==> src/design/drma_pkg.sv <==
package drma_pkg;

   // fixed field widths
   localparam int CH_IN_W    = 3;
   localparam int SMP_W      = 12;
   localparam int FIX_W      = 20;
   localparam int LIM_W      = 24;
   localparam int RES_W      = 24;
   localparam int CSR_IDX_W  = 1;
   localparam int CSR_DATA_W = 24;
   localparam int CHAN_CMP_W = 7;

   // converter full scale and the 1 mV floor as 3300 * sum >= 4095 * window
   localparam int ADC_FULL     = 4095;
   localparam int LOW_MV_SCALE = 3300;
   localparam int LOW_MV_W     = 12;

   localparam logic [FIX_W-1:0] FIX_RESET = FIX_W'(10000);
   localparam logic [LIM_W-1:0] LIM_RESET = LIM_W'(2000000);

   localparam int DEF_CHANNELS = 8;
   localparam int DEF_WINDOW   = 16;
   localparam int QUEUE_DEPTH  = 2;

   typedef enum logic [CSR_IDX_W-1:0] {
      CSR_FIXED_OHMS = 1'b0,
      CSR_OPEN_LIMIT = 1'b1
   } csr_index_type;

   typedef enum logic [0:0] {
      REQ_PRIME   = 1'b0,
      REQ_MEASURE = 1'b1
   } req_kind_type;

   typedef struct packed {
      req_kind_type       req_kind;
      logic [CH_IN_W-1:0] channel;
      logic [SMP_W-1:0]   sample;
      logic               end_of_scan;
   } cmd_item_type;

   typedef struct packed {
      logic [CH_IN_W-1:0] channel_out;
      logic [RES_W-1:0]   resistance_ohms;
      logic               reading_valid;
      logic               scan_done;
      logic               scan_valid;
   } rsp_item_type;

   typedef enum logic [3:0] {
      S_CLEAR,
      S_IDLE,
      S_RD_CH,
      S_RD_SMP,
      S_UPDATE,
      S_CHECK,
      S_MUL_LO,
      S_MUL_HI,
      S_ADD,
      S_DIV_INIT,
      S_DIV,
      S_DONE
   } back_state_type;

endpackage

==> src/design/divider_resistance_moving_average_top.sv <==
// Per-channel moving average of converter samples with a voltage divider
// resistance estimate on measure transactions.
// Request side is a queue write port: a transaction is taken when push is
// high and full is low. Prime transactions only update the channel window;
// measure transactions yield one response. Channels at or above CHANNELS are
// taken and dropped without effect.
// Response side is a queue read port: the oldest response sits on the rsp_
// ports while empty is low and leaves when pop is high.
// Configuration writes on the csr_ channel are always ready and are meant to
// be issued only while no request is in flight.
// The back end takes one transaction at a time: a prime reads and rewrites the
// channel state and window slot; a measure then adds a 1 mV check, multiply,
// add and the 24-step divider; below 1 mV it stops at the check, on overflow before the divide.
// Two-entry queues sit on both sides of the back end, so new requests are
// taken while a response waits; when pop stays low the response queue fills
// and the back end then holds its finished result until space frees up.
// After reset, full stays high while the window memory is swept to zero; sums
// and pointers start at zero, scan flag set.
module divider_resistance_moving_average_top #(
   parameter int CHANNELS = drma_pkg::DEF_CHANNELS,
   parameter int WINDOW   = drma_pkg::DEF_WINDOW
) (
   input  logic                              clock,
   input  logic                              reset,
   input  logic                              push,
   output logic                              full,
   input  logic                              req_type,
   input  logic [drma_pkg::CH_IN_W-1:0]      req_channel,
   input  logic [drma_pkg::SMP_W-1:0]        req_sample,
   input  logic                              req_end_of_scan,
   output logic                              empty,
   input  logic                              pop,
   output logic [drma_pkg::CH_IN_W-1:0]      rsp_channel_out,
   output logic [drma_pkg::RES_W-1:0]        rsp_resistance_ohms,
   output logic                              rsp_reading_valid,
   output logic                              rsp_scan_done,
   output logic                              rsp_scan_valid,
   input  logic                              csr_valid,
   output logic                              csr_ready,
   input  logic [drma_pkg::CSR_IDX_W-1:0]    csr_index,
   input  logic [drma_pkg::CSR_DATA_W-1:0]   csr_data
);
   import drma_pkg::*;

   logic [FIX_W-1:0] fixed_ohms_ff, fixed_ohms_in;
   logic [LIM_W-1:0] open_limit_ff, open_limit_in;

   cmd_item_type cmd_wr, cmd_rd;
   rsp_item_type rsp_wr, rsp_rd;
   logic         cmd_push, cmd_full, cmd_pop, cmd_empty;
   logic         rsp_push, rsp_full;
   logic         clearing;

   assign csr_ready = 1'b1;

   always_comb begin
      fixed_ohms_in = fixed_ohms_ff;
      open_limit_in = open_limit_ff;
      if (csr_valid && csr_ready) begin
         unique case (csr_index_type'(csr_index))
            CSR_FIXED_OHMS: fixed_ohms_in = csr_data[FIX_W-1:0];
            CSR_OPEN_LIMIT: open_limit_in = csr_data[LIM_W-1:0];
         endcase
      end
   end

   always_ff @(posedge clock) begin
      if (reset) begin
         fixed_ohms_ff <= FIX_RESET;
         open_limit_ff <= LIM_RESET;
      end else begin
         fixed_ohms_ff <= fixed_ohms_in;
         open_limit_ff <= open_limit_in;
      end
   end

   drma_front #(
      .CHANNELS (CHANNELS)
   ) u_front (
      .push            (push),
      .full            (full),
      .req_type        (req_type),
      .req_channel     (req_channel),
      .req_sample      (req_sample),
      .req_end_of_scan (req_end_of_scan),
      .clearing        (clearing),
      .cmd_full        (cmd_full),
      .cmd_push        (cmd_push),
      .cmd_item        (cmd_wr)
   );

   drma_fifo #(
      .WIDTH ($bits(cmd_item_type)),
      .DEPTH (QUEUE_DEPTH)
   ) u_cmd_fifo (
      .clock   (clock),
      .reset   (reset),
      .push    (cmd_push),
      .wr_data (cmd_wr),
      .full    (cmd_full),
      .pop     (cmd_pop),
      .rd_data (cmd_rd),
      .empty   (cmd_empty)
   );

   drma_back #(
      .CHANNELS (CHANNELS),
      .WINDOW   (WINDOW)
   ) u_back (
      .clock      (clock),
      .reset      (reset),
      .fixed_ohms (fixed_ohms_ff),
      .open_limit (open_limit_ff),
      .cmd_empty  (cmd_empty),
      .cmd_pop    (cmd_pop),
      .cmd_item   (cmd_rd),
      .rsp_full   (rsp_full),
      .rsp_push   (rsp_push),
      .rsp_item   (rsp_wr),
      .clearing   (clearing)
   );

   drma_fifo #(
      .WIDTH ($bits(rsp_item_type)),
      .DEPTH (QUEUE_DEPTH)
   ) u_rsp_fifo (
      .clock   (clock),
      .reset   (reset),
      .push    (rsp_push),
      .wr_data (rsp_wr),
      .full    (rsp_full),
      .pop     (pop),
      .rd_data (rsp_rd),
      .empty   (empty)
   );

   assign rsp_channel_out     = rsp_rd.channel_out;
   assign rsp_resistance_ohms = rsp_rd.resistance_ohms;
   assign rsp_reading_valid   = rsp_rd.reading_valid;
   assign rsp_scan_done       = rsp_rd.scan_done;
   assign rsp_scan_valid      = rsp_rd.scan_valid;

endmodule

==> src/design/drma_fifo.sv <==
module drma_fifo #(
   parameter int WIDTH = 8,
   parameter int DEPTH = 2
) (
   input  logic             clock,
   input  logic             reset,
   input  logic             push,
   input  logic [WIDTH-1:0] wr_data,
   output logic             full,
   input  logic             pop,
   output logic [WIDTH-1:0] rd_data,
   output logic             empty
);
   localparam int AW = (DEPTH > 1) ? $clog2(DEPTH) : 1;
   localparam int CW = $clog2(DEPTH + 1);

   logic [WIDTH-1:0] entry_ff [DEPTH];
   logic [AW-1:0]    wr_ptr_ff, wr_ptr_in;
   logic [AW-1:0]    rd_ptr_ff, rd_ptr_in;
   logic [CW-1:0]    count_ff, count_in;
   logic             do_push, do_pop;

   assign full    = (count_ff == CW'(DEPTH));
   assign empty   = (count_ff == '0);
   assign do_push = push && !full;
   assign do_pop  = pop && !empty;
   assign rd_data = entry_ff[rd_ptr_ff];

   always_comb begin
      wr_ptr_in = wr_ptr_ff;
      rd_ptr_in = rd_ptr_ff;
      count_in  = count_ff;
      if (do_push) begin
         wr_ptr_in = (wr_ptr_ff == AW'(DEPTH - 1)) ? '0 : wr_ptr_ff + 1'b1;
      end
      if (do_pop) begin
         rd_ptr_in = (rd_ptr_ff == AW'(DEPTH - 1)) ? '0 : rd_ptr_ff + 1'b1;
      end
      if (do_push && !do_pop) begin
         count_in = count_ff + 1'b1;
      end else if (do_pop && !do_push) begin
         count_in = count_ff - 1'b1;
      end
   end

   always_ff @(posedge clock) begin
      if (reset) begin
         wr_ptr_ff <= '0;
         rd_ptr_ff <= '0;
         count_ff  <= '0;
      end else begin
         wr_ptr_ff <= wr_ptr_in;
         rd_ptr_ff <= rd_ptr_in;
         count_ff  <= count_in;
      end
   end

   always_ff @(posedge clock) begin
      if (do_push) begin
         entry_ff[wr_ptr_ff] <= wr_data;
      end
   end

endmodule

==> src/design/drma_front.sv <==
module drma_front #(
   parameter int CHANNELS = 8
) (
   input  logic                           push,
   output logic                           full,
   input  logic                           req_type,
   input  logic [drma_pkg::CH_IN_W-1:0]   req_channel,
   input  logic [drma_pkg::SMP_W-1:0]     req_sample,
   input  logic                           req_end_of_scan,
   input  logic                           clearing,
   input  logic                           cmd_full,
   output logic                           cmd_push,
   output drma_pkg::cmd_item_type         cmd_item
);
   import drma_pkg::*;

   logic in_range;

   // hold off while the window memory is being swept after reset
   assign full = cmd_full || clearing;

   // items for channels that do not exist are taken and dropped
   assign in_range = (CHAN_CMP_W'(req_channel) < CHAN_CMP_W'(CHANNELS));
   assign cmd_push = push && !full && in_range;

   always_comb begin
      cmd_item.req_kind    = req_kind_type'(req_type);
      cmd_item.channel     = req_channel;
      cmd_item.sample      = req_sample;
      cmd_item.end_of_scan = req_end_of_scan;
   end

endmodule

==> src/design/drma_back.sv <==
module drma_back #(
   parameter int CHANNELS = 8,
   parameter int WINDOW   = 16
) (
   input  logic                         clock,
   input  logic                         reset,
   input  logic [drma_pkg::FIX_W-1:0]   fixed_ohms,
   input  logic [drma_pkg::LIM_W-1:0]   open_limit,
   input  logic                         cmd_empty,
   output logic                         cmd_pop,
   input  drma_pkg::cmd_item_type       cmd_item,
   input  logic                         rsp_full,
   output logic                         rsp_push,
   output drma_pkg::rsp_item_type       rsp_item,
   output logic                         clearing
);
   import drma_pkg::*;

   localparam int DEPTH   = CHANNELS * WINDOW;
   localparam int ADDR_W  = (DEPTH > 1) ? $clog2(DEPTH) : 1;
   localparam int CH_W    = (CHANNELS > 1) ? $clog2(CHANNELS) : 1;
   localparam int PTR_W   = (WINDOW > 1) ? $clog2(WINDOW) : 1;
   localparam int FULL    = ADC_FULL * WINDOW;
   localparam int SUM_W   = $clog2(FULL + 1);
   localparam int MUL_B_W = (SUM_W + 1) / 2;
   localparam int DIFF_W  = 2 * MUL_B_W;
   localparam int PROD_W  = FIX_W + MUL_B_W;
   localparam int NUM_W   = FIX_W + DIFF_W;
   localparam int HI_W    = NUM_W - RES_W;
   localparam int CMP_W   = (HI_W > SUM_W) ? HI_W : SUM_W;
   localparam int LOW_W   = SUM_W + LOW_MV_W;
   localparam int CNT_W   = $clog2(RES_W);
   localparam int CST_W   = SUM_W + PTR_W;

   // window samples and per-channel {sum, pointer}
   logic [SMP_W-1:0] smp_mem [DEPTH];
   logic [CST_W-1:0] chan_mem [CHANNELS];

   back_state_type    state_ff, state_in;
   logic [ADDR_W-1:0] clr_ff, clr_in;
   cmd_item_type      cmd_ff, cmd_in;
   logic [SUM_W-1:0]  sum_ff, sum_in;
   logic              low_ff, low_in;
   logic              ovf_ff, ovf_in;
   logic [DIFF_W-1:0] diff_ff, diff_in;
   logic [PROD_W-1:0] prod_lo_ff, prod_lo_in;
   logic [PROD_W-1:0] prod_hi_ff, prod_hi_in;
   logic [NUM_W-1:0]  num_ff, num_in;
   logic [SUM_W-1:0]  rem_ff, rem_in;
   logic [RES_W-1:0]  quo_ff, quo_in;
   logic [CNT_W-1:0]  cnt_ff, cnt_in;
   logic              scan_ff, scan_in;
   logic [CST_W-1:0]  chan_rd_ff;
   logic [SMP_W-1:0]  smp_rd_ff;

   logic [CH_W-1:0]   ch_idx;
   logic [PTR_W-1:0]  rd_ptr, next_ptr;
   logic [SUM_W-1:0]  rd_sum, new_sum;
   logic [ADDR_W-1:0] smp_addr;
   logic              smp_we;
   logic [ADDR_W-1:0] smp_waddr;
   logic [SMP_W-1:0]  smp_wdata;
   logic              chan_we;
   logic [CH_W-1:0]   chan_waddr;
   logic [CST_W-1:0]  chan_wdata;
   logic [SUM_W:0]    rem_shift;
   logic              rem_ge;
   logic              valid;
   logic              scan_all;

   assign ch_idx   = CH_W'(cmd_ff.channel);
   assign rd_ptr   = chan_rd_ff[PTR_W-1:0];
   assign rd_sum   = chan_rd_ff[PTR_W +: SUM_W];
   assign smp_addr = ADDR_W'(ch_idx) * ADDR_W'(WINDOW) + ADDR_W'(rd_ptr);
   assign new_sum  = rd_sum - SUM_W'(smp_rd_ff) + SUM_W'(cmd_ff.sample);
   assign next_ptr = (rd_ptr == PTR_W'(WINDOW - 1)) ? '0 : rd_ptr + 1'b1;
   assign clearing = (state_ff == S_CLEAR);

   // restoring divide step, dividend bits shift out of the top of quo
   assign rem_shift = {rem_ff, quo_ff[RES_W-1]};
   assign rem_ge    = (rem_shift >= {1'b0, sum_ff});

   // exact limit check: a quotient equal to the limit passes only with no remainder
   assign valid    = !low_ff && !ovf_ff &&
                     ((quo_ff < open_limit) || ((quo_ff == open_limit) && (rem_ff == '0)));
   assign scan_all = scan_ff && valid;

   always_comb begin
      rsp_item.channel_out     = cmd_ff.channel;
      rsp_item.resistance_ohms = valid ? quo_ff : '0;
      rsp_item.reading_valid   = valid;
      rsp_item.scan_done       = cmd_ff.end_of_scan;
      rsp_item.scan_valid      = cmd_ff.end_of_scan && scan_all;
   end

   always_comb begin
      state_in   = state_ff;
      clr_in     = clr_ff;
      cmd_in     = cmd_ff;
      sum_in     = sum_ff;
      low_in     = low_ff;
      ovf_in     = ovf_ff;
      diff_in    = diff_ff;
      prod_lo_in = prod_lo_ff;
      prod_hi_in = prod_hi_ff;
      num_in     = num_ff;
      rem_in     = rem_ff;
      quo_in     = quo_ff;
      cnt_in     = cnt_ff;
      scan_in    = scan_ff;
      smp_we     = 1'b0;
      smp_waddr  = smp_addr;
      smp_wdata  = cmd_ff.sample;
      chan_we    = 1'b0;
      chan_waddr = ch_idx;
      chan_wdata = {new_sum, next_ptr};
      cmd_pop    = 1'b0;
      rsp_push   = 1'b0;
      unique case (state_ff)
         S_CLEAR: begin
            smp_we    = 1'b1;
            smp_waddr = clr_ff;
            smp_wdata = '0;
            if (int'(clr_ff) < CHANNELS) begin
               chan_we    = 1'b1;
               chan_waddr = CH_W'(clr_ff);
               chan_wdata = '0;
            end
            if (clr_ff == ADDR_W'(DEPTH - 1)) begin
               state_in = S_IDLE;
            end else begin
               clr_in = clr_ff + 1'b1;
            end
         end
         S_IDLE: begin
            if (!cmd_empty) begin
               cmd_pop  = 1'b1;
               cmd_in   = cmd_item;
               state_in = S_RD_CH;
            end
         end
         S_RD_CH: begin
            state_in = S_RD_SMP;
         end
         S_RD_SMP: begin
            state_in = S_UPDATE;
         end
         S_UPDATE: begin
            smp_we  = 1'b1;
            chan_we = 1'b1;
            sum_in  = new_sum;
            state_in = (cmd_ff.req_kind == REQ_MEASURE) ? S_CHECK : S_IDLE;
         end
         S_CHECK: begin
            low_in  = (LOW_W'(sum_ff) * LOW_W'(LOW_MV_SCALE) < LOW_W'(FULL))
                      || (sum_ff == '0);
            diff_in = DIFF_W'(SUM_W'(FULL) - sum_ff);
            state_in = low_in ? S_DONE : S_MUL_LO;
         end
         S_MUL_LO: begin
            prod_lo_in = PROD_W'(fixed_ohms) * PROD_W'(diff_ff[MUL_B_W-1:0]);
            state_in   = S_MUL_HI;
         end
         S_MUL_HI: begin
            prod_hi_in = PROD_W'(fixed_ohms) * PROD_W'(diff_ff[DIFF_W-1:MUL_B_W]);
            state_in   = S_ADD;
         end
         S_ADD: begin
            num_in   = NUM_W'(prod_lo_ff) + (NUM_W'(prod_hi_ff) << MUL_B_W);
            state_in = S_DIV_INIT;
         end
         S_DIV_INIT: begin
            // quotient needs more than the field width: past any limit
            ovf_in   = (CMP_W'(num_ff[NUM_W-1:RES_W]) >= CMP_W'(sum_ff));
            rem_in   = SUM_W'(num_ff[NUM_W-1:RES_W]);
            quo_in   = num_ff[RES_W-1:0];
            cnt_in   = '0;
            state_in = ovf_in ? S_DONE : S_DIV;
         end
         S_DIV: begin
            rem_in = rem_ge ? SUM_W'(rem_shift - {1'b0, sum_ff})
                            : rem_shift[SUM_W-1:0];
            quo_in = {quo_ff[RES_W-2:0], rem_ge};
            if (cnt_ff == CNT_W'(RES_W - 1)) begin
               state_in = S_DONE;
            end else begin
               cnt_in = cnt_ff + 1'b1;
            end
         end
         S_DONE: begin
            if (!rsp_full) begin
               rsp_push = 1'b1;
               scan_in  = cmd_ff.end_of_scan ? 1'b1 : scan_all;
               state_in = S_IDLE;
            end
         end
         default: begin
            state_in = S_IDLE;
         end
      endcase
   end

   always_ff @(posedge clock) begin
      if (reset) begin
         state_ff <= S_CLEAR;
         clr_ff   <= '0;
         scan_ff  <= 1'b1;
      end else begin
         state_ff <= state_in;
         clr_ff   <= clr_in;
         scan_ff  <= scan_in;
      end
   end

   always_ff @(posedge clock) begin
      cmd_ff     <= cmd_in;
      sum_ff     <= sum_in;
      low_ff     <= low_in;
      ovf_ff     <= ovf_in;
      diff_ff    <= diff_in;
      prod_lo_ff <= prod_lo_in;
      prod_hi_ff <= prod_hi_in;
      num_ff     <= num_in;
      rem_ff     <= rem_in;
      quo_ff     <= quo_in;
      cnt_ff     <= cnt_in;
   end

   always_ff @(posedge clock) begin
      if (smp_we) begin
         smp_mem[smp_waddr] <= smp_wdata;
      end
      smp_rd_ff <= smp_mem[smp_addr];
   end

   always_ff @(posedge clock) begin
      if (chan_we) begin
         chan_mem[chan_waddr] <= chan_wdata;
      end
      chan_rd_ff <= chan_mem[ch_idx];
   end

endmodule

==> config.mk <==
export PLATFORM = sky130hd
export DESIGN_NAME = divider_resistance_moving_average_top
export DESIGN_NICKNAME = d
export VERILOG_FILES = /design/src/design/drma_pkg.sv /design/src/design/divider_resistance_moving_average_top.sv /design/src/design/drma_fifo.sv /design/src/design/drma_front.sv /design/src/design/drma_back.sv
export SDC_FILE = /design/constraint.sdc
export NUM_CORES = 2
export LEC_CHECK = 0
export BUFFER_PORTS_ARGS = -buffer_cell sky130_fd_sc_hd__buf_2
export CORE_MARGIN = 3
export CORE_UTILIZATION = 64
export CTS_CLUSTER_SIZE = 10
export DETAILED_ROUTE_END_ITERATION = 8
export HOLD_SLACK_MARGIN = 0.03
export PLACE_DENSITY = 0.82
export SYNTH_ARGS = -nofsm -noshare
export SYNTH_HDL_FRONTEND = slang
export SYNTH_HIERARCHICAL = 1
export SYNTH_SLANG_ARGS = --single-unit
export TNS_END_PERCENT = 20
==> constraint.sdc <==
create_clock -name clock -period 6.7 [get_ports clock]
set_input_delay 1.675 -clock clock [delete_from_list [all_inputs] [get_ports clock]]
set_output_delay 1.675 -clock clock [all_outputs]
set_load 0.03 [all_outputs]
# After elaboration in Yosys (flattened, before gate mapping)

Memories as Yosys holds them, arrays and structs flattened. A register that Yosys moved wholly into a read port is not among the register bits.
Cells that the tools add are included.

Bits in writable memories: 1790
Output and inout bits: 33
Register bits: 235
Input port bits: 47
Word-level logic and storage cells: 167
Memories: 4

Memories:

| memory              | words | bits a word | read ports | clocked after memory_dff | wr ports | line            | text |
|---|---|---|---|---|---|---|---|
| u_back.smp_mem      | 128   | 12          | 1          | 1                        | 1        | drma_back.sv:36 | `logic [SMP_W-1:0] smp_mem [DEPTH];` |
| u_back.chan_mem     | 8     | 20          | 1          | 1                        | 1        | drma_back.sv:37 | `logic [CST_W-1:0] chan_mem [CHANNELS];` |
| u_rsp_fifo.entry_ff | 2     | 30          | 1          | 1                        | 1        | drma_fifo.sv:17 | `logic [WIDTH-1:0] entry_ff [DEPTH];` |
| u_cmd_fifo.entry_ff | 2     | 17          | 1          | 1                        | 1        | drma_fifo.sv:17 |  |

Muxes and demuxes: 47
Reduce and logical (&&, ||, !) cells: 44
$add $sub $neg: 17
Order comparisons: 5
$mul: 3
Bitwise logic cells: 4
Equal/unequal tests: 22

Operators by type and width:

| kind                                                 | number |
|---|---|
| multiplier 20 x 8 -> 28 bit                          | 2 |
| case mux 24 bit (2 select lines)                     | 1 |
| case mux 4 bit (12 select lines)                     | 1 |
| 2-to-1 mux 20 bit                                    | 2 |
| adder 28 x 36 -> 36 bit                              | 1 |
| zero test 16 bit                                     | 2 |
| case mux 16 bit (2 select lines)                     | 1 |
| < comparator 28 x 16 -> 1 bit, second input constant | 1 |
| multiplier 16 x 10 -> 26 bit, second input constant  | 1 |
| == test 24 bit                                       | 1 |
| < comparator 24 bit                                  | 1 |
| 2-to-1 mux 24 bit                                    | 1 |
| 2-to-1 mux 4 bit                                     | 6 |
| 2-to-1 mux 1 bit                                     | 22 |
| == test 4 bit, second input constant                 | 5 |
| >= comparator 17 x 16 -> 1 bit                       | 1 |
| adder 16 x 12 -> 16 bit                              | 1 |
| == test 4 x 3 -> 1 bit, second input constant        | 4 |
| >= comparator 12 x 16 -> 1 bit                       | 1 |
| 2-to-1 mux 16 bit                                    | 1 |
| subtractor 16 x 12 -> 16 bit                         | 1 |
| subtractor 16 bit                                    | 1 |
| subtractor 16 bit, first input constant              | 1 |
| logical AND 1 bit                                    | 14 |
| other kinds (31)                                     | 69 |

# Depth between registers and ports, before layout

Depth after elaboration: 9
Gate-level depth with buffers: 21
Gate-level depth less buffers: 21

# Cells and area by module

The synthesis kept the hierarchy.

Modules (own cells, without submodules):

| module                                | area an instance (um^2) | cells each | times used | sequential area each (um^2) |
|---|---|---|---|---|
| drma_back                             | 90043.9                 | 5249       | 1          | 57455.1 |
| drma_fifo at u_rsp_fifo               | 2372.3                  | 118        | 1          | 1901.8 |
| divider_resistance_moving_average_top | 1864.3                  | 180        | 1          | 880.8 |
| drma_fifo at u_cmd_fifo               | 1442.6                  | 78         | 1          | 1121.1 |
| drma_front                            | 141.4                   | 19         | 1          | 0.0 |

# Worst setup path after synthesis

OpenSTA, ideal clock, no wires.

Kind: register to register
Start point: register u_back.sum_ff[6]
End point: register u_back.state_ff[3]
Slack: 1.540 ns
Setup time: 0.120 ns
Required time: 6.580 ns
Clock period less this slack: 5.160 ns
Data arrival time: 5.041 ns
Stages on the path, launching flop included: 21
Path buffers: 0
Cells stage by stage: edfxtp_1 -> inv_1 -> ha_1 -> fa_1 -> inv_1 -> fa_1 -> inv_1 -> fa_1 -> inv_1 -> fa_1 -> inv_1 -> ha_1 -> o211ai_1 -> or2_2 -> a311oi_1 -> a2bb2oi_1 -> a31oi_1 -> o21ai_0 -> xnor2_1 -> and4_1 -> o31a_1

Cells in the longest elaborated chain, start to end: 5
Elaborated cells on any way between the ends: 6

RTL lines:

| what                               | line             | text |
|---|---|---|
| from (decl)                        | drma_back.sv:42  | `logic [SUM_W-1:0] sum_ff, sum_in;` |
| from (signal assigned)             | drma_back.sv:217 | `sum_ff <= sum_in;` |
| multiplier 16 x 10 -> 26 bit       | drma_back.sv:155 | `low_in = (LOW_W'(sum_ff) * LOW_W'(LOW_MV_SCALE) < LOW_W'(FULL))` |
| < comparator 28 x 16 -> 1 bit      | drma_back.sv:155 |  |
| logical OR 1 bit *                 | drma_back.sv:156 | `\|\| (sum_ff == '0);` |
| 2-to-1 mux 4 bit *                 | drma_back.sv:158 | `state_in = low_in ? S_DONE : S_MUL_LO;` |
| case mux 4 bit (12 select lines) * | drma_back.sv:119 | `unique case (state_ff)` |
| to (signal assigned)               | drma_back.sv:209 | `state_ff <= state_in;` |
| to (decl)                          | drma_back.sv:39  | `back_state_type state_ff, state_in;` |

Every way passes the cells marked *; elsewhere a longest branch is shown, timed or not.
A chain may end at the register's enable or synchronous reset.

# Worst setup path after layout

Start point: register u_back.diff_ff[4]
End point: register u_back.prod_lo_ff[26], data pin

Cells in the longest elaborated chain, start to end: 1

RTL lines:

| what                        | line             | text |
|---|---|---|
| from (decl)                 | drma_back.sv:45  | `logic [DIFF_W-1:0] diff_ff, diff_in;` |
| from (signal assigned)      | drma_back.sv:220 | `diff_ff <= diff_in;` |
| multiplier 20 x 8 -> 28 bit | drma_back.sv:161 | `prod_lo_in = PROD_W'(fixed_ohms) * PROD_W'(diff_ff[MUL_B_W-1:0]);` |
| to (signal assigned)        | drma_back.sv:221 | `prod_lo_ff <= prod_lo_in;` |
| to (decl)                   | drma_back.sv:46  | `logic [PROD_W-1:0] prod_lo_ff, prod_lo_in;` |

Every way passes these cells.

==> impl_results.md <==
- Port buffer count: 78
- Routability cong.: 0.9211
- Post-Syn Area: 95860 µm²
- Slew Limit Fails: 0
- Post-CTS Resized: 0
- Hold path cells: 0
- Slew @ Worst Pin: 1448 ps
- Pin count of the biggest net entering global routing: 147
- Mux contribution to synthesized area: 0.1416
- Setup WS post-layout: 762.6 ps
- Tot Pwr: 27.54 mW
- Initial DRC count: 7278
- First-pass GRT wire length: 370000 µm
- Clock sink count: 2076
- Setup-failing EPs final: 0
- Non-Filler Instances: 7860
- Post-CTS Setup Repair Bufs: 0
- Post-synth EDFFs: 1978
- XOR/XNOR Fraction of Synth Area: 0.01197
- Antenna violations before repair: 24
- Detailed Route WL: 249500 µm
- Vias in the first global route: 54.92k
- Hold crit path type: reg -> reg
- Post-DP HPWL: 147600 µm
- Min Tclk post-route: 5937 ps
- Die height: 393.0 µm
- Root Buffer Master: clkbuf_16
- TritonCTS Buffers: 228
- Final net count: 6436
- Crit path capture type: register
- Wire per inst: 31.74 µm
- TNS Setup: 0 ps
- Placed cell count: 7530
- CTS tree: built
- Antenna viol nets, final: 0
- Violated checks: DRC
- Final Hold Fails: 0
- Peak supply drop: 0.0002261 V
- Sequential share of the synthesized area: 0.6401
- Max_cap viols: 0
- Row count: 141
- Core Region: 148200 µm²
- Ys Warns: 6
- Clock latency on the worst-skew pair: 860 ps
- Via density: 6.807
- Final Instance Area: 105100 µm²
- Slew HR: 0.03446
- Asr flop ratio synth: 0
- Largest family of logic cells by synthesized area: multiplexers
- Status: complete, but fails checks
- Pre-CTS setup slack: 847.2 ps
- Synth Flop Type: edfxtp_1
- Full die area: 154500 µm²
- Achievable frequency: 0.1684 GHz
- Gr usage total: 0.3316
- Adder-cell share of the synthesized area: 0.09444
- Synthesized area per cell: 16.99 µm²
- R2R cell count: 17
- RSZ-0062 raised after global routing: false
- Post-synthesis simple-gate area fraction: 0.05606
- Final Skew: 62.84 ps
- Htree depth: 4
- Crit share post-route: 0.8862
- Yosys cell types: 78
- CP Data Required Time: 7250 ps
- Largest fanout on the critical path: 20
- CP Class: reg -> reg
- Post-Syn Nets: 6249
- Placed cell areas: 98740 µm²
- Final Hold Slack: 416.1 ps
- Post-layout util: 0.7092
- Pwr/cell area: 262.1 nW/µm²
- Worst-path clk slew: 50 ps
- GR Overflow Total: 0
- Number of synthesized register bits: 2076
- TritonRoute pass-1 iters: 9
- Complex-gate fraction of the synthesized area: 0.02708
- # DRC: 1
- Data arrival, critical path: 6490 ps
- Leakage power: 36.84 nW
- Max clock buf depth: 3
- Via count: 53.50k
- Hold bufs inserted after CTS: 0
- Layout cells sized above 1: 0.1951
- Gate Count Post-Synth: 5644
- Initial core utilization: 0.6469
- Type of origin of the critical path: register
- Chip Width: 393.0 µm
- IO Count: 80
- Layout area overhead: 9.625%
-- where the power goes --
part	internal [mW]	switching, mW
Combinational	0.865	1.26
Sequential	14.2	0.0758
Clock	6.24	4.92
-- worst paths after layout --
kind / from / end / slack (ps)
max: u_back/diff_ff[4] / u_back/prod_lo_ff[26] / 760
min: u_back/prod_lo_ff[1] / u_back/num_ff[1] / 420
max reg2reg: u_back/diff_ff[4] / u_back/prod_lo_ff[26] / 760
min reg2reg: u_back/prod_lo_ff[1] / u_back/num_ff[1] / 420
-- routing by layer --
layer	up-vias	track usage	wire length, µm
li1	21650	-	-
met1	27310	0.4321	86970
met2	3746	0.5297	120800
met3	778	0.07787	26440
met4	20	0.1691	15140
met5	-	0	154
-- final cells by class --
type / count / area (µm²)
flip-flops and latches: 2076 / 61370
well taps: 1930 / 2415
multi-input cells: 2895 / 31900
repair buffers: 221 / 1539
inverters: 409 / 1535
clock inverters: 19 / 307.8
fillers: 8570 / 43100
clock buffers: 300 / 5997
diodes: 10 / 25.02
-- critical path, stage by stage, from the launching register on --
cell and delay (ps):
edfxtp_1 710, and2_1 320, fa_1 410, fa_1 490, inv_1 50, fa_1 520
inv_1 50, fa_1 440, ha_1 350, o21ai_0 140, o211ai_1 310, a32oi_1 300
o311ai_0 580, nand3_1 190, and3_1 210, o41ai_1 360, a21oi_1 130, xnor2_1 130
-- state kept, by name, summed over array words and instances (netlist names), 2 cells and up, named ones only --
register,cells
u_back/prod_hi_ff,28
open_limit_ff,24
u_back/chan_mem,160
u_back/smp_rd_ff,12
u_back/clr_ff,7
u_back/rem_ff,16
u_back/chan_rd_ff,20
u_rsp_fifo/count_ff,2
u_back/smp_mem,1536
u_rsp_fifo/entry_ff,60
u_back/num_ff,36
u_cmd_fifo/count_ff,2
u_back/prod_lo_ff,28
u_back/cnt_ff,5
u_back/cmd_ff,13
fixed_ohms_ff,20
u_back/quo_ff,24
u_cmd_fifo/entry_ff,34
u_back/diff_ff,16
u_back/state_ff,4
u_back/sum_ff,16
u_back/ch_idx,3
-- synthesized netlist by cell type, types with 12 or more instances --
cell type     n  area, µm²
nor2_1      301       1130
and3_1       21      131.4
dfxtp_1      98       1962
a31oi_1      15      93.84
nand2_1     382       1434
and2_1      164       1026
clkbuf_1    163      611.8
nand2b_1     59      369.1
or3_1        19      118.9
edfxtp_1   1978      59400
mux4_2      544      12250
xor2_1       35      306.5
o21ai_0      85      425.4
nor2b_1      30      187.7
fa_1        276       5525
a21o_1       41      307.8
nor4_1       12      75.07
mux2_2       81      912.1
inv_1       409       1535
nand4_1      20      125.1
a21oi_1     117      585.6
xnor2_1      96      840.8
o31ai_1      13      97.59
buf_1        23      86.33
nor3_1       37      185.2
buf_4        29      217.7
buf_2        40      200.2
ha_1        282       3528
mux2i_1      41      410.4
nand3_1      43      215.2
a211oi_1     12      90.09
o21a_1       26      195.2
-- placed cells by master (no fill, tap or decap), types with 15 or more instances in the layout --
cell,synthesis,layout
o21ai_0,85,84
nand2_1,382,382
inv_1,409,408
or3_1,19,19
and2_1,164,163
edfxtp_1,1978,1978
clkbuf_1,163,71
a21oi_1,117,115
nor2_1,301,279
and3_1,21,21
nor2b_1,30,30
mux4_2,544,544
buf_4,29,137
fa_1,276,276
a31oi_1,15,15
nor3_1,37,35
o21a_1,26,26
ha_1,282,282
nand3_1,43,43
dfxtp_1,98,94
nand4_1,20,20
buf_2,40,78
clkbuf_16,0,229
nand2b_1,59,59
a21o_1,41,41
xnor2_1,96,96
mux2_2,81,81
xor2_1,35,35
mux2i_1,41,41
-- kinds of logic after synthesis --
logic type,Yosys count
AO/OA/AOI/OAI,405
flip-flops,2076
AND/OR/NAND/NOR,1134
XOR/XNOR,131
multiplexers,666
other,1
adder cells (fa/ha/maj),558
buffers and inverters,673
Power figures use the tool's default switching activity.
